### src/hdl/chl_pkg.sv
// Shared definitions for the compacting handle list core.
// Holds sizes, operation codes and the per-cell control struct; no dependencies.
package chl_pkg;

    localparam int DEPTH      = 16;
    localparam int VALUE_BITS = 32;
    localparam int POS_W      = $clog2(DEPTH);
    localparam int CNT_W      = $clog2(DEPTH + 1);

    typedef enum logic [2:0] {
        KIND_PUSH         = 3'd0,
        KIND_POP          = 3'd1,
        KIND_SHIFT        = 3'd2,
        KIND_GET          = 3'd3,
        KIND_REMOVE_AT    = 3'd4,
        KIND_REMOVE_VALUE = 3'd5
    } kind_t;

    // Broadcast to every cell of the row.
    typedef struct packed {
        logic                  push;      // write key into the cell at position length
        logic                  lookup;    // select a cell this transaction
        logic                  take;      // close the gap behind the selected cell
        logic                  by_value;  // select on key match instead of target position
        logic [POS_W-1:0]      target;
        logic [CNT_W-1:0]      length;
        logic [VALUE_BITS-1:0] key;
    } cell_ctrl_t;

endpackage

### src/hdl/chl_cell.sv
// One storage cell of the handle list row.
// Depends on chl_pkg; holds one slot, chains first-hit and takes data from its upper neighbor.
module chl_cell
(
    input  logic                           clk,
    input  logic [chl_pkg::POS_W-1:0]      pos,
    input  chl_pkg::cell_ctrl_t            ctrl,
    input  logic                           seen_in,
    input  logic [chl_pkg::VALUE_BITS-1:0] shift_data_in,
    output logic                           seen_out,
    output logic [chl_pkg::VALUE_BITS-1:0] slot,
    output logic                           hit,
    output logic [chl_pkg::VALUE_BITS-1:0] hit_value
);

    logic [chl_pkg::VALUE_BITS-1:0] slot_reg;
    logic [chl_pkg::VALUE_BITS-1:0] slot_next;
    logic                           in_use;
    logic                           match;

    assign in_use    = chl_pkg::CNT_W'(pos) < ctrl.length;
    assign match     = ctrl.by_value ? (slot_reg == ctrl.key) : (pos == ctrl.target);
    assign hit       = ctrl.lookup & in_use & match & ~seen_in;
    assign seen_out  = seen_in | hit;
    assign slot      = slot_reg;
    assign hit_value = hit ? slot_reg : '0;

    always_comb
    begin
        slot_next = slot_reg;
        if (ctrl.push && (chl_pkg::CNT_W'(pos) == ctrl.length))
        begin
            slot_next = ctrl.key;
        end
        else if (ctrl.take && seen_out)
        begin
            slot_next = shift_data_in;
        end
    end

    always_ff @(posedge clk)
    begin
        slot_reg <= slot_next;
    end

endmodule

### src/hdl/compacting_handle_list_core.sv
// Compacting handle list core: a row of chl_cell slots plus length and result registers.
// Depends on chl_pkg and chl_cell.
// Result: a transaction's result is registered and presented in the cycle after it is accepted.
// Throughput: one transaction per cycle unless rsp_ready stalls; the cell row updates on accept.
// Reset: rst_n clears the length and the result valid; slot contents are undefined until written.
module compacting_handle_list_core
(
    input  logic                           clk,
    input  logic                           rst_n,
    input  logic                           req_valid,
    output logic                           req_ready,
    input  logic [2:0]                     kind,
    input  logic [31:0]                    value,
    input  logic [3:0]                     index,
    output logic                           rsp_valid,
    input  logic                           rsp_ready,
    output logic                           ok,
    output logic [31:0]                    result_value,
    output logic [4:0]                     count
);

    localparam int N = chl_pkg::DEPTH;

    logic                           accept;
    chl_pkg::cell_ctrl_t            ctrl;
    logic [N:0]                     seen;
    logic [chl_pkg::VALUE_BITS-1:0] slot      [N];
    logic [chl_pkg::VALUE_BITS-1:0] hit_value [N];
    logic [N-1:0]                   hit;
    logic [chl_pkg::VALUE_BITS-1:0] found_value;
    logic                           any_hit;
    logic                           ok_now;

    logic [chl_pkg::CNT_W-1:0]      length_reg;
    logic [chl_pkg::CNT_W-1:0]      length_next;
    logic                           rsp_valid_reg;
    logic                           ok_reg;
    logic [chl_pkg::VALUE_BITS-1:0] result_value_reg;
    logic [chl_pkg::CNT_W-1:0]      count_reg;

    assign req_ready = ~rsp_valid_reg | rsp_ready;
    assign accept    = req_valid & req_ready;

    always_comb
    begin
        ctrl          = '0;
        ctrl.length   = length_reg;
        ctrl.key      = value;
        ctrl.target   = index;
        case (chl_pkg::kind_t'(kind))
            chl_pkg::KIND_PUSH:
            begin
                ctrl.push = accept;
            end
            chl_pkg::KIND_POP:
            begin
                ctrl.lookup = accept;
                ctrl.take   = accept;
                ctrl.target = length_reg[chl_pkg::POS_W-1:0] - chl_pkg::POS_W'(1);
            end
            chl_pkg::KIND_SHIFT:
            begin
                ctrl.lookup = accept;
                ctrl.take   = accept;
                ctrl.target = '0;
            end
            chl_pkg::KIND_GET:
            begin
                ctrl.lookup = accept;
            end
            chl_pkg::KIND_REMOVE_AT:
            begin
                ctrl.lookup = accept;
                ctrl.take   = accept;
            end
            chl_pkg::KIND_REMOVE_VALUE:
            begin
                ctrl.lookup   = accept;
                ctrl.take     = accept;
                ctrl.by_value = 1'b1;
            end
            default:
            begin
                ctrl.push = 1'b0;
            end
        endcase
    end

    assign seen[0] = 1'b0;

    for (genvar i = 0; i < N; i++)
    begin : g_cell
        logic [chl_pkg::VALUE_BITS-1:0] upper;
        if (i == N - 1)
        begin : g_top
            assign upper = '0;
        end
        else
        begin : g_mid
            assign upper = slot[i+1];
        end

        chl_cell u_cell
        (
            .clk           (clk),
            .pos           (chl_pkg::POS_W'(i)),
            .ctrl          (ctrl),
            .seen_in       (seen[i]),
            .shift_data_in (upper),
            .seen_out      (seen[i+1]),
            .slot          (slot[i]),
            .hit           (hit[i]),
            .hit_value     (hit_value[i])
        );
    end

    always_comb
    begin
        found_value = '0;
        for (int i = 0; i < N; i++)
        begin
            found_value = found_value | hit_value[i];
        end
    end

    assign any_hit = |hit;

    always_comb
    begin
        length_next = length_reg;
        ok_now      = 1'b0;
        case (chl_pkg::kind_t'(kind))
            chl_pkg::KIND_PUSH:
            begin
                ok_now = length_reg < chl_pkg::CNT_W'(N);
                if (ok_now)
                begin
                    length_next = length_reg + chl_pkg::CNT_W'(1);
                end
            end
            chl_pkg::KIND_POP, chl_pkg::KIND_SHIFT, chl_pkg::KIND_REMOVE_AT,
            chl_pkg::KIND_REMOVE_VALUE:
            begin
                ok_now = any_hit;
                if (any_hit)
                begin
                    length_next = length_reg - chl_pkg::CNT_W'(1);
                end
            end
            chl_pkg::KIND_GET:
            begin
                ok_now = any_hit;
            end
            default:
            begin
                ok_now = 1'b0;
            end
        endcase
    end

    always_ff @(posedge clk or negedge rst_n)
    begin
        if (!rst_n)
        begin
            length_reg    <= '0;
            rsp_valid_reg <= 1'b0;
        end
        else
        begin
            if (accept)
            begin
                length_reg    <= length_next;
                rsp_valid_reg <= 1'b1;
            end
            else if (rsp_ready)
            begin
                rsp_valid_reg <= 1'b0;
            end
        end
    end

    always_ff @(posedge clk)
    begin
        if (accept)
        begin
            ok_reg           <= ok_now;
            result_value_reg <= found_value;
            count_reg        <= length_next;
        end
    end

    assign rsp_valid    = rsp_valid_reg;
    assign ok           = ok_reg;
    assign result_value = result_value_reg;
    assign count        = count_reg;

`ifndef ASSERT_OFF
    a_length_bound: assert property (@(posedge clk) disable iff (!rst_n)
        length_reg <= chl_pkg::CNT_W'(N))
        else $error("list length above capacity");

    a_single_hit: assert property (@(posedge clk) disable iff (!rst_n)
        $onehot0(hit))
        else $error("more than one cell selected");

    a_fail_zero: assert property (@(posedge clk) disable iff (!rst_n)
        rsp_valid && !ok |-> result_value == '0)
        else $error("failed transaction returned a nonzero handle");

    a_full_push: assert property (@(posedge clk) disable iff (!rst_n)
        accept && (kind == chl_pkg::KIND_PUSH) && (length_reg == chl_pkg::CNT_W'(N))
        |=> length_reg == $past(length_reg))
        else $error("push into a full list changed the length");
`endif

endmodule

### config.mk
export PLATFORM = sky130hd
export DESIGN_NAME = compacting_handle_list_core
export DESIGN_NICKNAME = d
export VERILOG_FILES = /design/src/hdl/chl_pkg.sv /design/src/hdl/chl_cell.sv /design/src/hdl/compacting_handle_list_core.sv
export SDC_FILE = /design/constraint.sdc
export NUM_CORES = 1
export LEC_CHECK = 0
export BUFFER_PORTS_ARGS = -buffer_cell sky130_fd_sc_hd__buf_2
export CORE_MARGIN = 1
export CORE_UTILIZATION = 40
export CTS_CLUSTER_SIZE = 10
export DETAILED_ROUTE_END_ITERATION = 6
export PLACE_DENSITY_LB_ADDON = 0.15
export SYNTH_ARGS = -nofsm -noshare
export SYNTH_HDL_FRONTEND = slang
export SYNTH_SLANG_ARGS = --single-unit
### constraint.sdc
create_clock -name clk -period 13.9 [get_ports clk]
set_input_delay 2.78 -clock clk [delete_from_list [all_inputs] [get_ports clk]]
set_output_delay 2.78 -clock clk [all_outputs]
set_load 0.005 [all_outputs]
==> out/results.txt <==
The flow ran to the end, and the final reports show no timing, DRC or antenna violations. The peak fanout along the critical path works out to 32. Worst-path cell with the longest stage delay: nor4_1. The finished cells cover 37800 um^2. Counting along the longest clock path gives a buffer depth of 3.

TritonCTS built the clock tree. Relative to the synthesized area, the layout overhead comes to 10.1%. Across the VDD grid, the largest voltage drop is 0.0000755 V. The tools report the critical path data required time as 14.14 ns. In this run the tightest slew margin relative to its limit is 15.3%. Gates resized during post-CTS repair numbered 0. Max-cap violations in this run came to 0. Critical path capture point type: a register. The final count of hold timing violations is 0, and the number of enable-type register cells in the synthesized netlist is 550.

After floorplanning, the core was sized to cover 85100 um^2. Among all flip-flop cells after synthesis, the most frequent one is edfxtp_1. Of the total synthesized cell area, the portion taken by XOR and XNOR cells is 13.2%. The share of synthesized area spent on multiplexers came out at 15.1%. Summed over all instances, the cell type with the most area after synthesis is edfxtp_1. Setup fix buffers added after clock tree synthesis: 0.

DRC violation count after routing: 0. Overall power consumption after layout is estimated at 4290 uW. The first global-routing pass estimated 188000 um of wire. Static timing analysis puts the maximum clock frequency at 0.139 GHz.

Detailed routing inserted a total of 25400 vias. Hold is met by 0.618 ns. In this run the cell area of the synthesized design comes to 34400 um^2.

The endpoint arrival time on the critical path came out at 7.43 ns. The top-area cell type share of the netlist area was 48.1%; the initial cell density of the core was 40.4%. The post-route setup TNS was 0 ns; the count of endpoints failing setup in the final report was 0. The synthesized netlist devotes 7.43% of its cell area to compound gates. After synthesis, the mean cell area works out to 12.1 um^2. Routability-driven placement finished with a final weighted congestion of 0.979. Number of iterations in the first detailed-routing pass: 5.

The count of cells in the finished layout, fillers not included, comes to 3988. The tools report the initial antenna violation count as 3. The placed instances occupy a cell area of 35800 um^2. Measured along the y axis, the die boundary spans 295 um. The die is 295 um wide. The cell that appears most often on the critical path is buf_4. The initialized floorplan defines 107 standard-cell rows. The register with the most flip-flops in the layout has 512 of them. The critical path in this run is classified as primary input to register. The final routed wire length divided by cell count is 33.4 um. The root buffer cell chosen for the clock tree is clkbuf_16. Summed over all layers, the routed wires come to 133000 um. The number of synthesis warnings is 0. The I/O pin total was 83. Counting both buffers and inverters, the worst setup path holds a total of 5.

Power spread over the standard cell area amounts to 113 nW/um^2. The largest clock skew in the final design was 0.0371 ns. The static leakage was 0.0124 uW; the overflow left after global routing was 0. Global routing consumed, over all layers together, 30.3% of the routing resources. The share of synthesized cell area in and, or, nand and nor gates is 11.6%. The logs give 0 for the remaining antenna violation count after routing and 2893 for the post-synthesis net count. For this run, the slowest stage of the critical path takes 0.49 ns. Cell class contributing the biggest share of worst-path delay: simple AND/OR/NAND/NOR gates.

The fraction of registers with async set/reset was 1.08%. The number of buffers inserted for hold repair after clock tree synthesis came out at 0. The tools report the number of violations reported at the end of detailed-routing iteration 0 as 3612. Setup repair after global routing left no endpoint under its margin.

In the routed layout, each cell is associated on average with a via count of 6.37. The net count of the finished layout is 2853. The distinct cell type count after synthesis came out at 87. In this run, synthesis produced a sequential element count of 556. The number of placed instances, taps included, is 3877. For the total half-perimeter wirelength after legalization and detailed placement, the log shows 96500 um. Yosys attributes the largest share of cell area to edfxtp_1 48%, mux2_2 15%, xor2_1 8.1%.

By area, the combinational part of the netlist is dominated by multiplexers. Type of the most critical hold path: register to register. The worst path needs 7.19 ns of the cycle, external delays included. Buffers inserted during clock tree synthesis total 69. Input and output buffers added on the ports amount to 82. STA classifies the critical path startpoint as a primary input.

Entering global routing, the biggest net connects 70 pins. Walking the worst path, the cells encountered are buf_2 > buf_4 > xnor2_1 > nand4_1 > nor4_1 > nand3_1 > a21oi_2 > buf_4 > nor2b_1 > buf_4 > or3b_4 > o21ai_2 > nand2_1 > buf_4. The tools report the gate count of the mapped netlist as 2844. The actual transition at the worst max-transition pin works out to 1.27 ns.

The number of max-slew violations in the final report is 0, and the post-route clock period utilization is 51.7%. The number of global-route vias before repair came out at 24200. The adder and majority gate portion of the synthesized area is 0.248%, and the latest clock arrival within the worst-skew pair is 0.62 ns. The maximum level of the CTS H-tree was 3; the sequential area share after synthesis was 48.5%.

The clock slew seen by the registers of the worst setup and hold paths came out at 0.05 ns. The die area is 87100 um^2. In the final layout, the share of cells above drive strength 1 is 27.1%. Clock tree synthesis found a total of 556 sinks.
## worst reg2reg max path, cell delays in order, from the launching register on
cell      delay (ns)
dfrtp_1         0.71
inv_1           0.32
ha_1            0.44
nor2_1          0.08
a221o_1         0.37
nor3_2          0.51
and4_1          0.77
nor2_4          0.28
nand4_4         0.19
buf_4           0.50
nor2_1          0.21
o21bai_4        0.96
## final timing paths
kind | from | slack [ns] | cells past startpoint | endpoint
max | value[13] | 6.71 | 14 | g_cell[15].u_cell.slot[27]
min | g_cell[2].u_cell.slot[28] | 0.62 | 1 | g_cell[1].u_cell.slot[28]
max reg2reg | length_reg[0] | 8.14 | 11 | g_cell[5].u_cell.slot[27]
min reg2reg | g_cell[2].u_cell.slot[28] | 0.62 | 1 | g_cell[1].u_cell.slot[28]
max in group asynchronous | rst_n | 11.77 | 1 | length_reg[3]
min in group asynchronous | rst_n | 1.98 | 1 | length_reg[4]
## per-layer routing
metal / GRT usage [%] / vias up / share of wire [%]
met3: 6.42 / 171 / 11
met2: 43.3 / 1449 / 42
met5: 0 / - / 0.012
met4: 7.30 / 4 / 2.1
met1: 46.1 / 13100 / 45
li1: - / 10600 / -
## logic make-up (layout without fill, tap and decap cells)
| logic type | after synthesis | count (layout) |
|---|---|---|
| simple gates | 665 | 665 |
| flops | 556 | 556 |
| xor+xnor | 518 | 518 |
| mux | 460 | 460 |
| compound gates | 332 | 332 |
| buf+inv | 306 | 305 |
| fa+ha+maj | 7 | 7 |
| other cells | 0 | 1 |
## synth_stat cells (16+ instances only)
| master | n |
|---|---|
| a21oi_1 | 24 |
| a221oi_1 | 72 |
| a22oi_1 | 42 |
| and2_1 | 66 |
| and3_1 | 44 |
| buf_2 | 123 |
| clkbuf_1 | 135 |
| edfxtp_1 | 550 |
| inv_1 | 31 |
| mux2_2 | 460 |
| nand2_1 | 75 |
| nand3_1 | 70 |
| nand4_1 | 114 |
| nor2_1 | 42 |
| nor2b_1 | 44 |
| nor3_1 | 25 |
| nor4_1 | 91 |
| nor4b_1 | 24 |
| o211a_1 | 17 |
| o211ai_1 | 16 |
| o21ai_0 | 69 |
| xnor2_1 | 200 |
| xor2_1 | 318 |
## report_power, final
part	internal [uW]	total [uW]	switching (uW)
clock network	953	1680	729
logic	184	605	421
registers	1910	2000	90.8
total	3050	4290	1240
## through the flow
stage | setup slack (ns) | util [%]
floorplan | 6.31 | -
global placement | 6.32 | 42.1
detailed placement | 6.29 | 42.1
CTS | 6.93 | 44.4
global route | 6.74 | 44.4
finish | 6.71 | 44.4
## cells in the final DEF (no fill, tap or decap), types with 17 or more instances in the layout
master / Yosys / routed
clkbuf_1: 135 / 22
nand4_1: 114 / 114
a221oi_1: 72 / 72
a21oi_1: 24 / 23
and3_1: 44 / 44
buf_4: 4 / 82
nor4_1: 91 / 90
a22oi_1: 42 / 42
mux2_2: 460 / 460
edfxtp_1: 550 / 550
nand3_1: 70 / 65
nor2b_1: 44 / 44
o211a_1: 17 / 17
xor2_1: 318 / 318
nor3_1: 25 / 24
o21ai_0: 69 / 61
clkbuf_16: 0 / 73
xnor2_1: 200 / 200
nor4b_1: 24 / 24
inv_1: 31 / 30
and2_1: 66 / 64
buf_2: 123 / 82
nor2_1: 42 / 39
nand2_1: 75 / 75
## final cells by class
type	count	area, um^2
inverters	31	116
flip-flops and latches	556	16700
clock buffers	95	1910
fillers	7940	47300
repair buffers	164	1030
clock inverters	15	83.8
well taps	1144	1430
diodes	1	2.50
multi-input cells	1982	16600
Power figures use the tool's default switching activity.
